==> config.mk <==
export PLATFORM = sky130hd
export DESIGN_NAME = utf8_to_utf32_decoder
export DESIGN_NICKNAME = d
export VERILOG_FILES = /design/src/rtl/core/utf8d_pkg.sv /design/src/rtl/core/utf8_to_utf32_decoder.sv
export SDC_FILE = /design/constraint.sdc
export NUM_CORES = 1
export LEC_CHECK = 0
export ABC_CLOCK_PERIOD_IN_PS = 9710
export BUFFER_PORTS_ARGS = -buffer_cell sky130_fd_sc_hd__buf_2
export CORE_MARGIN = 2
export CORE_UTILIZATION = 55
export DETAILED_ROUTE_END_ITERATION = 8
export GPL_ROUTABILITY_DRIVEN = 0
export PLACE_DENSITY = 0.83
export SLEW_MARGIN = 15
export SYNTH_ARGS = -nofsm -noshare
export SYNTH_HDL_FRONTEND = slang
export SYNTH_SLANG_ARGS = --single-unit
==> constraint.sdc <==
create_clock -name clock -period 9.71 [get_ports clock]
set_input_delay 0.971 -clock clock [delete_from_list [all_inputs] [get_ports clock]]
set_output_delay 0.971 -clock clock [all_outputs]
set_load 0.05 [all_outputs]
==> src/rtl/core/utf8d_pkg.sv <==
// Package for the UTF-8 to UTF-32 stream decoder.
// Holds register indexes, lead-byte decode, excess constants and word swap.
// No dependencies.
package utf8d_pkg;

   // Configuration register indexes
   typedef enum logic [0:0] {
      CSR_SWAP_OUTPUT = 1'b0,
      CSR_MAX_WORDS   = 1'b1
   } csr_index_type;

   localparam int unsigned CSR_DATA_W = 16;

   // Excess removed from the accumulated sum, by sequence length minus one
   localparam logic [31:0] EXCESS_2 = (32'h0C0 << 6) | 32'h080;
   localparam logic [31:0] EXCESS_3 = (32'h0E0 << 12) | (32'h080 << 6) | 32'h080;
   localparam logic [31:0] EXCESS_4 = (32'h0F0 << 18) | (32'h080 << 12) |
                                      (32'h080 << 6) | 32'h080;

   // Continuation bytes announced by a lead byte; F0..FF split by low nibble
   function automatic logic [2:0] follow_count(input logic [7:0] b);
      logic [2:0] n;
      if (b inside {[8'h00:8'hBF]}) begin
         n = 3'd0;
      end else if (b inside {[8'hC0:8'hDF]}) begin
         n = 3'd1;
      end else if (b inside {[8'hE0:8'hEF]}) begin
         n = 3'd2;
      end else if (b[3] == 1'b0) begin
         n = 3'd3;
      end else if (b[2] == 1'b0) begin
         n = 3'd4;
      end else begin
         n = 3'd5;
      end
      return n;
   endfunction

   function automatic logic [31:0] excess(input logic [1:0] idx);
      logic [31:0] e;
      case (idx)
         2'd0:    e = 32'd0;
         2'd1:    e = EXCESS_2;
         2'd2:    e = EXCESS_3;
         2'd3:    e = EXCESS_4;
         default: e = 32'd0;
      endcase
      return e;
   endfunction

   function automatic logic [31:0] swap32(input logic [31:0] v);
      return {v[7:0], v[15:8], v[23:16], v[31:24]};
   endfunction

endpackage

==> src/rtl/core/utf8_to_utf32_decoder.sv <==
// UTF-8 to UTF-32 stream decoder, top level.
// Depends on utf8d_pkg.
//
// Takes one UTF-8 byte per cycle, sustained: each byte is decoded by one
// shallow step between the buffer state registers and the result register,
// and a new byte is accepted in every cycle in which the result register is
// free or its transfer completes. The result for a byte that completes a
// nonzero code point or carries last is registered. Byte counts and word
// counts are COUNT_BITS wide, reported as their low 16 bits with last.
// No clearing pass after reset; the CSR port is always ready.
module utf8_to_utf32_decoder #(
   parameter int unsigned COUNT_BITS = 16
) (
   input  logic                              clock,
   input  logic                              reset,
   // byte input
   input  logic                              req_valid,
   output logic                              req_stall,
   input  logic [7:0]                        req_data_byte,
   input  logic                              req_last,
   // word output
   output logic                              rsp_valid,
   input  logic                              rsp_stall,
   output logic [31:0]                       rsp_code_point,
   output logic                              rsp_point_valid,
   output logic                              rsp_end_report,
   output logic [15:0]                       rsp_consumed_count,
   output logic [15:0]                       rsp_words_written,
   // configuration writes
   input  logic                              csr_valid,
   output logic                              csr_ready,
   input  utf8d_pkg::csr_index_type          csr_index,
   input  logic [utf8d_pkg::CSR_DATA_W-1:0]  csr_wdata
);
   import utf8d_pkg::*;

   localparam int unsigned EXT_W = COUNT_BITS + 16;

   // Configuration registers
   logic        swap_ff;
   logic [15:0] max_words_ff;

   // Buffer state
   logic [2:0]            pending_ff,   pending_in;
   logic [2:0]            seq_len_ff,   seq_len_in;
   logic [31:0]           acc_ff,       acc_in;
   logic                  discard_ff,   discard_in;
   logic                  halted_ff,    halted_in;
   logic [COUNT_BITS-1:0] consumed_ff,  consumed_in;
   logic [COUNT_BITS-1:0] words_ff,     words_in;

   // Result register
   logic        rsp_valid_ff, rsp_valid_in;
   logic [31:0] cp_ff,        cp_in;
   logic        pv_ff,        pv_in;
   logic        end_ff,       end_in;
   logic [15:0] cc_ff,        cc_in;
   logic [15:0] ww_ff,        ww_in;

   logic                  req_fire;
   logic                  emit;
   logic                  complete;
   logic [2:0]            n_follow;
   logic [31:0]           value;
   logic [1:0]            ex_idx;
   logic                  words_full;
   logic [EXT_W-1:0]      consumed_ext;
   logic [EXT_W-1:0]      words_ext;

   assign csr_ready = 1'b1;
   assign req_stall = rsp_valid_ff && rsp_stall;
   assign req_fire  = req_valid && !req_stall;

   // Word limit compare at a common width
   assign words_full = ({16'd0, words_ff} >= {{COUNT_BITS{1'b0}}, max_words_ff});
   assign n_follow   = follow_count(req_data_byte);

   // Configuration writes
   always_ff @(posedge clock) begin
      if (reset) begin
         swap_ff      <= 1'b0;
         max_words_ff <= 16'hFFFF;
      end else if (csr_valid && csr_ready) begin
         case (csr_index)
            CSR_SWAP_OUTPUT: swap_ff      <= csr_wdata[0];
            CSR_MAX_WORDS:   max_words_ff <= csr_wdata[15:0];
            default:         swap_ff      <= swap_ff;
         endcase
      end
   end

   // Decode step for one byte
   always_comb begin
      pending_in  = pending_ff;
      seq_len_in  = seq_len_ff;
      acc_in      = acc_ff;
      discard_in  = discard_ff;
      halted_in   = halted_ff;
      consumed_in = consumed_ff;
      words_in    = words_ff;
      complete    = 1'b0;
      value       = 32'd0;
      ex_idx      = 2'd0;
      pv_in       = 1'b0;

      if (!halted_ff) begin
         if (pending_ff == 3'd0) begin
            if (words_full) begin
               halted_in = 1'b1;
            end else begin
               seq_len_in = n_follow + 3'd1;
               pending_in = n_follow;
               discard_in = (n_follow >= 3'd4);
               acc_in     = {24'd0, req_data_byte};
               complete   = (n_follow == 3'd0);
            end
         end else begin
            if (!discard_ff) begin
               acc_in = {acc_ff[25:0], 6'd0} + {24'd0, req_data_byte};
            end
            pending_in = pending_ff - 3'd1;
            complete   = (pending_in == 3'd0);
         end
      end

      // Sequence done: count bytes, strip excess, emit nonzero word
      if (complete) begin
         consumed_in = consumed_ff + {{(COUNT_BITS-3){1'b0}}, seq_len_in};
         if (!discard_in) begin
            ex_idx = 2'(seq_len_in - 3'd1);
            value  = acc_in - excess(ex_idx);
            if (value != 32'd0) begin
               pv_in    = 1'b1;
               words_in = words_ff + {{(COUNT_BITS-1){1'b0}}, 1'b1};
            end
         end
         discard_in = 1'b0;
         acc_in     = 32'd0;
      end

      emit         = pv_in || req_last;
      cp_in        = pv_in ? (swap_ff ? swap32(value) : value) : 32'd0;
      end_in       = req_last;
      consumed_ext = {16'd0, consumed_in};
      words_ext    = {16'd0, words_in};
      cc_in        = req_last ? consumed_ext[15:0] : 16'd0;
      ww_in        = req_last ? words_ext[15:0] : 16'd0;

      // End of buffer readies the next one
      if (req_last) begin
         pending_in  = 3'd0;
         seq_len_in  = 3'd0;
         acc_in      = 32'd0;
         discard_in  = 1'b0;
         halted_in   = 1'b0;
         consumed_in = '0;
         words_in    = '0;
      end

      if (req_fire && emit) begin
         rsp_valid_in = 1'b1;
      end else if (!rsp_stall) begin
         rsp_valid_in = 1'b0;
      end else begin
         rsp_valid_in = rsp_valid_ff;
      end
   end

   // State registers
   always_ff @(posedge clock) begin
      if (reset) begin
         pending_ff   <= 3'd0;
         seq_len_ff   <= 3'd0;
         acc_ff       <= 32'd0;
         discard_ff   <= 1'b0;
         halted_ff    <= 1'b0;
         consumed_ff  <= '0;
         words_ff     <= '0;
         rsp_valid_ff <= 1'b0;
      end else begin
         rsp_valid_ff <= rsp_valid_in;
         if (req_fire) begin
            pending_ff  <= pending_in;
            seq_len_ff  <= seq_len_in;
            acc_ff      <= acc_in;
            discard_ff  <= discard_in;
            halted_ff   <= halted_in;
            consumed_ff <= consumed_in;
            words_ff    <= words_in;
         end
      end
   end

   // Result payload
   always_ff @(posedge clock) begin
      if (req_fire && emit) begin
         cp_ff  <= cp_in;
         pv_ff  <= pv_in;
         end_ff <= end_in;
         cc_ff  <= cc_in;
         ww_ff  <= ww_in;
      end
   end

   assign rsp_valid          = rsp_valid_ff;
   assign rsp_code_point     = cp_ff;
   assign rsp_point_valid    = pv_ff;
   assign rsp_end_report     = end_ff;
   assign rsp_consumed_count = cc_ff;
   assign rsp_words_written  = ww_ff;

   // Halting only happens between sequences
   a_halt_idle: assert property (@(posedge clock) disable iff (reset)
      halted_ff |-> (pending_ff == 3'd0))
      else $error("halted with a sequence in flight");

   // Discarded runs come only from long leads
   a_discard_len: assert property (@(posedge clock) disable iff (reset)
      discard_ff |-> (seq_len_ff >= 3'd5))
      else $error("discard flag on a short sequence");

   // Pending continuation bytes stay below the sequence length
   a_pending_len: assert property (@(posedge clock) disable iff (reset)
      (pending_ff != 3'd0) |-> (pending_ff < seq_len_ff))
      else $error("pending count exceeds sequence length");

   // A last byte clears the buffer state
   a_last_clears: assert property (@(posedge clock) disable iff (reset)
      (req_fire && req_last) |=>
         (consumed_ff == '0 && words_ff == '0 && !halted_ff && pending_ff == 3'd0))
      else $error("buffer state not cleared after last byte");

   // A valid word is never zero
   a_nonzero: assert property (@(posedge clock) disable iff (reset)
      (rsp_valid_ff && pv_ff) |-> (cp_ff != 32'd0))
      else $error("zero code point flagged valid");

endmodule
==> key figures, run 1 <==
Clocking
  – Clk Latency, worst-skew pair: 0.44 ns
  – Post-CTS Setup Bufs: 0
  – Clk buf depth: 2
  – Total CTS buffers: 17
  – Post-cts repair resize count: 0
  – CTS root buf: clkbuf_16
  – CTS tree: built
  – Reg clk slew, reported paths: 0.06 ns
  – CTS sink cnt: 156
  – CTS Hold Bufs: 0
  – H-tree Lvls: 4

Yosys
  – Synth Register Bits: 156
  – Compound-Gate Fraction of Synth Area: 0.1872
  – Syn_area_per_cell: 8.336 um2
  – Ys flop type: dfxtp_1
  – Synthesized-area fraction occupied by adder cells: 0.05711
  – Post-Syn Area: just under 10000 um2
  – Syn Nets: 1263
  – XOR/XNOR Fraction of Synth Area: 0.05395
  – Yosys warning count: 0
  – Largest family of logic cells by synthesized area: simple AND/OR/NAND/NOR gates
  – Seq/Total Area, Yosys: 0.3821
  – Mapped Cells: 1188
  – Post-Synth Simple-Gate Area: 0.2340
  – Number of synthesized flops with an enable pin: 66
  – Async S/R FF share, synth: 0
  – Multiplexer share of the synthesized area: 0.03083
  – Netlist cell types: just under 80

Pwr
  – Combinational group share of total power: 0.229
  – Sw Pwr: roughly 0.00060 W
  – Flop pwr share: 0.404
  – Power Dens Cells: 168.7 nW/um2
  – Switch share: 0.3239
  – Clk network pwr share: 0.367
  – Pleak: about 4.3 nW
  – Int Pwr: 0.001253 W
  – Peak supply drop: about 150 uV

Routing
  – Vias: 9412
  – WL per Instance: 18.03 um
  – Iter 0 DRT Violations: 1126
  – DR DRC count: 0
  – Vias per inst: 6.411
  – Post-route ant nets: 0
  – Drt pass-1 iters: 5
  – Final wirelength: roughly 26 mm

Timing
  – Max-slew violation count: 0
  – Period utilization: 0.8401
  – Rel. slew slack: 0.2539
  – Final setup margin: 1.553 ns
  – Slew @ Worst Pin: 1.117 ns
  – # setup viols final: 0
  – RSZ-0062 raised after global routing: false
  – Count of final hold-check violations: 0
  – Clock Skews: 0.009237 ns
  – Post-Route Setup TNS: 0 ns
  – Fin crit period: 8.157 ns
  – Max Fclk: 0.1226 GHz

Setup path
  – Reg-to-reg startpoint: words_ff[9]
  – Max Fanout on Critical Path: 57
  – Critical Path RT: 10.05 ns
  – Crit path launch type: flip-flop
  – Source of the critical timing path: words_ff[9]
  – WP buf/inv: 1
  – Slowest cell on the critical path: nand2_1
  – WP data arrival: roughly 8.5 ns
  – Critical path class: reg2reg
  – CP Capture Type: flip-flop
  – Cells along the critical path: ha_1 -> a21oi_1 -> nor3_1 -> nor3_1 -> a31oi_4 -> or2_2 -> a221oi_1 -> ha_1 -> ha_1 -> o211ai_1 -> a211o_1 -> o21ai_0 -> a21boi_1 -> o2111a_1 -> o41a_1 -> nor4_1 -> nand4_2 -> nand2_1 -> a21oi_4 -> buf_4 -> o32ai_1
  – CP max stage delay: 0.81 ns
  – Reg2reg setup slack: 1.55 ns
  – Largest delay share family, worst path: compound AO/OA/AOI/OAI gates
  – Crit-path most repeated cell: ha_1

Outcome
  – Outcome: finished clean

Global routing
  – M1 GR Usage: 0.3791
  – Largest net degree at the start of global routing: 80
  – Met2 GRT Util: 0.4213
  – GR Overflow Total: 0
  – Initial antenna violation count: 0
  – First-pass GRT wire length: 42.85 mm
  – Total global-route track usage: 0.2732
  – GRT busiest layer: met2
  – Grt met3 use: 0.05646
  – Vias in the first global route: 8519

Cells and area
  – Share of layout cells above drive strength 1: 0.1308
  – Number of diodes: 0
  – Sequential Area: around 3800 um2
  – Non-Filler Instances: approximately 1.5k
  – Area Growth Syn to Fin: 10.99%
  – Util after Layout: 0.6161
  – Final net count: between 1k and 1.5k
  – Footprint of the multi-input gates: 5594 um2
  – Fillers: 1471

Die
  – DIE HEIGHT: 138.2 um
  – Cell Rows: 49
  – Area of the core: 17840 um2
  – Area of the die: 19100 um2
  – Die X: 138.2 um
  – Initial Util: 0.5551
  – I/O Pins: 100

Placement
  – DP Cell Count: 1436
  – I/O Buffers: 98
  – Pre-CTS setup slack: between 1.5 and 2 ns
  – Placed wire-length estimate: 18.60 mm

Worst hold path
  – Worst Hold Class: reg2reg
  – Hold_sp: max_words_ff[4]

Run
  – Max cap viols: 0
-- cell usage in the layout, fill, tap and decap left out, types with 11 or more instances in the layout --
cell type  instances
a211oi_1          14
a21oi_1           72
a22oi_1           36
a31oi_1           21
and3_1            22
buf_2             98
clkbuf_16         17
dfxtp_1           89
edfxtp_1          66
ha_1              42
inv_1             50
mux2i_1           26
nand2_1           87
nand2b_1          11
nand3_1           62
nand4_1           20
nor2_1           180
nor3_1            19
o211ai_1          11
o21ai_0           52
or3_1             13
xnor2_1           38
xor2_1            23
-- power groups by stage --
| stage | clock network (W) | logic (W) | registers (W) |
|---|---|---|---|
| after global placement | 0 | 0.000408 | 0.000762 |
| after floorplan | 0 | 0.000215 | 0.000865 |
| after global routing | 0.000707 | 0.000452 | 0.000753 |
| after CTS | 0.000677 | 0.000418 | 0.000750 |
| after detailed placement | 0 | 0.000415 | 0.000764 |
| final | 0.000680 | 0.000424 | 0.000749 |
-- worst register-to-register path, delay by kind of cell (launching register included) --
kind	cells	cell delay (ns)
fa+ha+maj	3	0.90
compound gates	11	3.42
buf+inv	1	0.40
simple gates	6	2.89
flops	1	0.47
-- area by class of cell --
cell class                      count  share of cell area
Sequential cell                   156              0.3443
Clock inverter                     11             0.01309
Tap cell                          229             0.02607
Multi-Input combinational cell    894              0.5089
Clock buffer                       21             0.04007
Inverter                           51             0.01742
Timing Repair Buffer              106             0.05009
-- metrics by stage --
| step | hold WS [ns] | total power, W | instance area, um2 |
|---|---|---|---|
| after floorplan | 0.4405 | 0.001080 | 9903 |
| after global placement | 0.4519 | 0.001171 | 10410 |
| after detailed placement | 0.4581 | 0.001179 | 10410 |
| after CTS | 0.4714 | 0.001845 | 10990 |
| after global routing | 0.4884 | 0.001912 | 10990 |
| final | 0.4654 | 0.001854 | 10990 |
-- synth_stat cells (26+ instances only) --
master / n / area share
nor2_1: 181 / 0.069
a22oi_1: 36 / 0.027
mux2i_1: 26 / 0.026
nand3_1: 62 / 0.031
o21ai_0: 52 / 0.026
inv_1: 50 / 0.019
dfxtp_1: 90 / 0.18
ha_1: 42 / 0.053
clkbuf_1: 71 / 0.027
a21oi_1: 73 / 0.037
edfxtp_1: 66 / 0.20
xnor2_1: 38 / 0.034
nand2_1: 87 / 0.033
-- sequential cells by signal (all words and copies together), names as in the netlist --
register and flops:
consumed_ff 16, rsp_point_valid 1, max_words_ff 16, rsp_valid 1
rsp_code_point 32, halted_ff 1, swap_ff 1, pending_ff 3
rsp_end_report 1, rsp_consumed_count 16, words_ff 16, seq_len_ff 3
rsp_words_written 16, acc_ff 32, discard_ff 1
-- layer usage --
layer,vias up,share of wire
li1,4373,-
met1,4368,0.42
met2,590,0.44
met3,81,0.10
met4,0,0.029
met5,-,0
-- logic make-up after synthesis --
logic type                 after synthesis
AOI/OAI and AO/OA                      278
muxes                                   30
adders and majority gates               44
buffers and inverters                  138
DFF                                    156
other                                    1
xor gates and xnor gates                61
and+or+nand+nor                        480
-- final timing paths --
check / to / depth (start not counted)
max: words_ff[1] / 21
min: max_words_ff[4] / 2
max reg2reg: words_ff[1] / 21
min reg2reg: max_words_ff[4] / 2
Note: power is estimated with default switching activity, not from simulation.
==> run 2: changes to the inputs <==
--- a/config.mk
+++ b/config.mk
@@ -5,7 +5,7 @@
 export SDC_FILE = /design/constraint.sdc
 export NUM_CORES = 1
 export LEC_CHECK = 0
-export ABC_CLOCK_PERIOD_IN_PS = 9710
+export ABC_CLOCK_PERIOD_IN_PS = 7900
 export BUFFER_PORTS_ARGS = -buffer_cell sky130_fd_sc_hd__buf_2
 export CORE_MARGIN = 2
 export CORE_UTILIZATION = 55
==> constraint.sdc (replaced) <==
create_clock -name clock -period 7.9 [get_ports clock]
set_input_delay 0.79 -clock clock [delete_from_list [all_inputs] [get_ports clock]]
set_output_delay 0.79 -clock clock [all_outputs]
set_load 0.05 [all_outputs]
==> key figures, run 2 (synthesis results as in run 1) <==
Outcome
  – Outcome: finished clean (unchanged)

Timing
  – Fin crit period: 7.327 ns (was 8.157 ns)
  – Max-slew violation count: 0 (unchanged)
  – Post-Route Setup TNS: 0 ns (unchanged)
  – Count of final hold-check violations: 0 (unchanged)
  – Period utilization: 0.9275 (was 0.8401)
  – RSZ-0062 raised after global routing: false (unchanged)
  – Rel. slew slack: 0.3068 (was 0.2539)
  – Slew @ Worst Pin: 1.040 ns (was 1.117 ns)
  – Clock Skews: 0.01090 ns (was 0.009237 ns)
  – Max Fclk: 0.1365 GHz (was 0.1226 GHz)
  – # setup viols final: 0 (unchanged)

Cells and area
  – Most common cell after layout, fill and taps aside: nor2_1 (unchanged)
  – Util after Layout: 0.6171 (was 0.6161)
  – Most frequent cells in the layout: nor2_1, buf_2, dfxtp_1 (unchanged)
  – Final net count: 1305 (was 1301)
  – Number of diodes: 0 (unchanged)
  – Area Growth Syn to Fin: 11.17% (was 10.99%)
  – Share of layout cells above drive strength 1: 0.1335 (was 0.1308)

Setup path
  – Cells along the critical path: ha_1 -> a21oi_1 -> nor3_1 -> nor3_1 -> a31oi_4 -> or2_2 -> a221oi_1 -> ha_1 -> ha_1 -> o211ai_1 -> a211o_1 -> o21ai_0 -> a21boi_1 -> o2111a_1 -> o41a_1 -> nor4_1 -> nand4_2 -> nand2_1 -> buf_4 -> inv_2 -> a21o_1 -> a21oi_1 (was ha_1 -> a21oi_1 -> nor3_1 -> nor3_1 -> a31oi_4 -> or2_2 -> a221oi_1 -> ha_1 -> ha_1 -> o211ai_1 -> a211o_1 -> o21ai_0 -> a21boi_1 -> o2111a_1 -> o41a_1 -> nor4_1 -> nand4_2 -> nand2_1 -> a21oi_4 -> buf_4 -> o32ai_1)
  – WP data arrival: 7.60 ns (was 8.50 ns)
  – Largest delay share family, worst path: compound AO/OA/AOI/OAI gates (unchanged)
  – CP max stage delay: 0.55 ns (was 0.81 ns)
  – WP buf/inv: 2 (was 1)
  – Crit-path most repeated cell: ha_1 (unchanged)
  – Slowest cell on the critical path: or2_2 (was nand2_1)
  – Critical path class: reg2reg (unchanged)
  – Crit path launch type: flip-flop (unchanged)
  – Critical Path RT: 8.17 ns (was 10.05 ns)
  – Max Fanout on Critical Path: 25 (was 57)
  – CP Capture Type: flip-flop (unchanged)

Die
  – Area of the die: 19100 um2 (unchanged)
  – I/O Pins: 100 (unchanged)
  – DIE HEIGHT: 138.2 um (unchanged)
  – Area of the core: 17840 um2 (unchanged)
  – Cell Rows: 49 (unchanged)
  – Initial Util: 0.5551 (unchanged)
  – Die X: 138.2 um (unchanged)

Clocking
  – Clk Latency, worst-skew pair: 0.43 ns (was 0.44 ns)
  – CTS tree: built (unchanged)
  – CTS root buf: clkbuf_16 (unchanged)
  – H-tree Lvls: 4 (unchanged)
  – Post-CTS Setup Bufs: 0 (unchanged)
  – CTS Hold Bufs: 0 (unchanged)
  – Clk buf depth: 2 (unchanged)
  – Total CTS buffers: 17 (unchanged)
  – Post-cts repair resize count: 0 (unchanged)
  – CTS sink cnt: 156 (unchanged)
  – Reg clk slew, reported paths: 0.07 ns (was 0.06 ns)

Pwr
  – Pleak: 4.363 nW (was 4.350 nW)
  – Final Power: 0.002247 W (was 0.001854 W)
  – Peak supply drop: 197.1 uV (was 154.6 uV)
  – Power Dens Cells: 204.1 nW/um2 (was 168.7 nW/um2)

Routing
  – WL per Instance: 18.40 um (was 18.03 um)
  – Vias per inst: 6.361 (was 6.411)
  – Vias: 9363 (was 9412)
  – Drt pass-1 iters: 9 (was 5)
  – Iter 0 DRT Violations: 1364 (was 1126)
  – Final wirelength: 27.08 mm (was 26.46 mm)
  – Post-route ant nets: 0 (unchanged)
  – DR DRC count: 0 (unchanged)

Global routing
  – Initial antenna violation count: 0 (unchanged)
  – First-pass GRT wire length: 44.00 mm (was 42.85 mm)
  – Largest net degree at the start of global routing: 79 (was 80)
  – Total global-route track usage: 0.2801 (was 0.2732)
  – Vias in the first global route: 8526 (was 8519)
  – GR Overflow Total: 0 (unchanged)

Placement
  – I/O Buffers: 98 (unchanged)
  – Placed wire-length estimate: 19.15 mm (was 18.60 mm)

Run
  – Max cap viols: 0 (unchanged)

Worst hold path
  – Worst Hold Class: reg2reg (unchanged)
==> run 2: path summary, 6_finish.rpt <==
path	startpoint	slack (ns)	cells past startpoint	end
max	words_ff[9]	0.57	22	rsp_words_written[2]
min	max_words_ff[11]	0.47	2	max_words_ff[11]
max reg2reg	words_ff[9]	0.57	22	rsp_words_written[2]
min reg2reg	max_words_ff[11]	0.47	2	max_words_ff[11]
==> run 2: stage by stage <==
step / hold WS (ns) / cell area (um2) / cells / worst slack (ns)
finish: 0.4714 / 11010 / 1472 / 0.5729
global route: 0.4847 / 11010 / 1472 / 0.1565
CTS: 0.4714 / 11010 / 1472 / 0.8422
detailed placement: 0.4571 / 10450 / 1440 / 0.8957
global placement: 0.4511 / 10450 / 1440 / 1.195
floorplan: 0.4405 / 9907 / 1188 / 0.5062
==> run 2: area by class of cell <==
class / instances / area [um2]
inverters: 51 / 191.4
repair buffers: 110 / 593.1
well taps: 229 / 286.5
flip-flops and latches: 156 / 3785
multi-input cells: 894 / 5592
clock inverters: 12 / 115.1
fillers: 1471 / 6832
clock buffers: 20 / 446.7
==> run 2: routing by layer <==
metal | global-route usage | vias up | wire (um)
met4 | 0.09828 | 0 | 759
li1 | - | 4364 | -
met3 | 0.05715 | 77 | 2885
met1 | 0.3942 | 4356 | 11210
met2 | 0.4320 | 566 | 12220
met5 | 0 | - | 0
==> run 2: worst register-to-register path, delay by kind of cell, from the launching register on <==
kind                     cells  cell delay [ns]
buffers and inverters        2             0.46
flip-flops                   1             0.47
AND/OR/NAND/NOR              6             2.30
adder cells (fa/ha/maj)      3             0.87
AO/OA/AOI/OAI               11             3.08
==> run 2: power by group <==
| part | switching, W | internal, W |
|---|---|---|
| clock network | 0.000351 | 0.000446 |
| logic | 0.000381 | 0.000147 |
| registers | 0.0000220 | 0.000900 |
| total | 0.000754 | 0.00149 |
==> run 3: changes to the inputs <==
--- a/config.mk
+++ b/config.mk
@@ -5,6 +5,7 @@
 export SDC_FILE = /design/constraint.sdc
 export NUM_CORES = 1
 export LEC_CHECK = 0
+export ABC_AREA = 1
 export ABC_CLOCK_PERIOD_IN_PS = 7900
 export BUFFER_PORTS_ARGS = -buffer_cell sky130_fd_sc_hd__buf_2
 export CORE_MARGIN = 2
==> key figures, run 3 <==
Cells and area
  – Most frequent cells in the layout: nand2_1, inv_1, nor2_1 (was nor2_1, buf_2, dfxtp_1)
  – Final net count: 1623 (was 1305)
  – Area Growth Syn to Fin: 11.75% (was 11.17%)
  – Most common cell after layout, fill and taps aside: nand2_1 (was nor2_1)
  – Share of layout cells above drive strength 1: 0.1397 (was 0.1335)
  – Post-route cell area: 11480 um2 (was 11010 um2)

Timing
  – Period utilization: 0.8372 (was 0.9275)
  – Slew @ Worst Pin: 1.079 ns (was 1.040 ns)
  – RSZ-0062 raised after global routing: false (unchanged)
  – Max-slew violation count: 0 (unchanged)
  – Rel. slew slack: 0.2801 (was 0.3068)
  – Clock Skews: 0.009987 ns (was 0.01090 ns)
  – Count of final hold-check violations: 0 (unchanged)
  – Fin crit period: 6.614 ns (was 7.327 ns)
  – Post-Route Setup TNS: 0 ns (unchanged)
  – Max Fclk: 0.1512 GHz (was 0.1365 GHz)
  – # setup viols final: 0 (unchanged)

Yosys
  – Largest family of logic cells by synthesized area: simple AND/OR/NAND/NOR gates (unchanged)
  – Multiplexer share of the synthesized area: 0 (was 0.03083)
  – Ys flop type: dfxtp_1 (unchanged)
  – Syn Nets: 1550 (was 1263)
  – Async S/R FF share, synth: 0 (unchanged)
  – Top-count cell post-synth: nand2_1 (was nor2_1)
  – Mapped Cells: 1475 (was 1188)
  – Netlist cell types: 57 (was 77)
  – Number of synthesized flops with an enable pin: 66 (unchanged)
  – Compound-Gate Fraction of Synth Area: 0.1399 (was 0.1872)
  – Seq/Total Area, Yosys: 0.3682 (was 0.3821)
  – Yosys warning count: 0 (unchanged)
  – XOR/XNOR Fraction of Synth Area: 0.02460 (was 0.05395)
  – Most frequent cells after synthesis: nand2_1, inv_1, nor2_1 (was nor2_1, dfxtp_1, nand2_1)
  – Syn_area_per_cell: 6.967 um2 (was 8.336 um2)
  – Synth Register Bits: 156 (unchanged)
  – Leading area contributor after synthesis: edfxtp_1 (unchanged)
  – Post-Syn Area: 10280 um2 (was 9903 um2)
  – Post-Synth Simple-Gate Area: 0.3197 (was 0.2340)
  – Synth top area share: 0.1929 (was 0.2001)
  – Synth area leaders: edfxtp_1, dfxtp_1, nand2_1 (was edfxtp_1, dfxtp_1, nor2_1)
  – Synthesized-area fraction occupied by adder cells: 0.05503 (was 0.05711)

Global routing
  – GRT busiest layer: met2 (unchanged)
  – Largest net degree at the start of global routing: 71 (was 79)
  – Total global-route track usage: 0.2864 (was 0.2801)
  – Initial antenna violation count: 1 (was 0)
  – Met2 GRT Util: 0.4806 (was 0.4320)
  – Vias in the first global route: 9543 (was 8526)
  – M1 GR Usage: 0.3599 (was 0.3942)
  – Grt met3 use: 0.06624 (was 0.05715)
  – First-pass GRT wire length: 46.04 mm (was 44.00 mm)
  – GR Overflow Total: 0 (unchanged)

Routing
  – Drt pass-1 iters: 6 (was 9)
  – Post-route ant nets: 0 (unchanged)
  – Vias per inst: 5.742 (was 6.361)
  – Iter 0 DRT Violations: 1144 (was 1364)
  – Vias: 10.28k (was 9363)
  – WL per Instance: 15.70 um (was 18.40 um)
  – Final wirelength: 28.12 mm (was 27.08 mm)
  – DR DRC count: 0 (unchanged)

Clocking
  – Post-CTS Setup Bufs: 0 (unchanged)
  – Total CTS buffers: 17 (unchanged)
  – Clk buf depth: 2 (unchanged)
  – CTS sink cnt: 156 (unchanged)
  – Clk Latency, worst-skew pair: 0.44 ns (was 0.43 ns)
  – CTS root buf: clkbuf_16 (unchanged)
  – Post-cts repair resize count: 0 (unchanged)
  – H-tree Lvls: 4 (unchanged)
  – CTS Hold Bufs: 0 (unchanged)
  – CTS tree: built (unchanged)
  – Reg clk slew, reported paths: 0.06 ns (was 0.07 ns)

Setup path
  – Crit-path most repeated cell: inv_1 (was ha_1)
  – Slowest cell on the critical path: inv_2 (was or2_2)
  – WP data arrival: 6.75 ns (was 7.60 ns)
  – Max Fanout on Critical Path: 46 (was 25)
  – Crit path launch type: flip-flop (unchanged)
  – Critical path class: reg2reg (unchanged)
  – CP Capture Type: flip-flop (unchanged)
  – Critical Path RT: 8.04 ns (was 8.17 ns)
  – CP max stage delay: 0.74 ns (was 0.55 ns)

Pwr
  – Power Dens Cells: 219.8 nW/um2 (was 204.1 nW/um2)
  – Pleak: 5.122 nW (was 4.363 nW)
  – Peak supply drop: 169.7 uV (was 197.1 uV)

Worst hold path
  – Worst Hold Class: reg2reg (unchanged)

Die
  – I/O Pins: 100 (unchanged)
  – Die X: 140.7 um (was 138.2 um)
  – DIE HEIGHT: 140.7 um (was 138.2 um)
  – Initial Util: 0.5663 (was 0.5551)
  – Cell Rows: 49 (unchanged)
  – Area of the core: 18150 um2 (was 17840 um2)
  – Area of the die: 19790 um2 (was 19100 um2)

Placement
  – I/O Buffers: 98 (unchanged)
  – DP Area: 10890 um2 (was 10450 um2)
  – Placed wire-length estimate: 20.13 mm (was 19.15 mm)

Run
  – Max cap viols: 0 (unchanged)

Outcome
  – Outcome: finished clean (unchanged)
==> run 3: worst paths after layout <==
check                   start                  to  slack, ns  cells after the start
setup / recovery  words_ff[0]  rsp_code_point[18]       1.29                     29
hold / removal     acc_ff[27]          acc_ff[27]       0.47                      2
setup reg to reg  words_ff[0]  rsp_code_point[18]       1.29                     29
hold reg to reg    acc_ff[27]          acc_ff[27]       0.47                      2
==> run 3: report_power, final <==
part	total [W]	switching, W	leakage (nW)	internal, W
Sequential	0.000931	0.0000242	1.38	0.000906
Combinational	0.000757	0.000567	3.45	0.000190
Clock	0.000836	0.000365	0.293	0.000471
==> run 3: final cells by class <==
class	count	area (um2)
Clock inverter	12	125.1
Tap cell	229	286.5
Timing Repair Buffer	106	550.5
Sequential cell	156	3784
Clock buffer	20	467.9
Fill cell	1546	6664
Multi-Input combinational cell	1076	5550
Inverter	191	716.9
Antenna cell	1	2.502
==> run 3: logic make-up (layout without fill, tap and decap cells) <==
kind of cell / Yosys count / count (layout)
AO/OA/AOI/OAI: 254 / 254
XOR/XNOR: 28 / 28
buffers and inverters: 243 / 329
flip-flops: 156 / 156
AND/OR/NAND/NOR: 749 / 749
adder cells (fa/ha/maj): 44 / 44
other: 1 / 2
==> run 3: per-stage QoR <==
stage               setup slack [ns]  power, W  instances  hold WS, ns    util
floorplan                      2.158  0.001496       1475       0.4422       -
global placement               1.676  0.001666       1758       0.4551  0.6000
detailed placement             1.483  0.001680       1758       0.4594  0.6000
CTS                            1.420  0.002508       1790       0.4697  0.6327
global route                  0.8045  0.002634       1791       0.4811  0.6328
finish                         1.286  0.002524       1791       0.4703  0.6328
==> run 3: metal layers <==
layer / vias to the layer above / routed length [um]
li1: 4974 / -
met1: 4665 / 11340
met2: 570 / 13100
met3: 75 / 2772
met4: 0 / 905
met5: - / 0
==> run 3: critical path: cells and delay by family, from the launching register on <==
kind	cells	cell delay, ns
compound gates	4	0.96
xor+xnor	1	0.34
fa+ha+maj	3	0.82
buf+inv	8	1.91
flops	1	0.39
simple gates	13	1.84
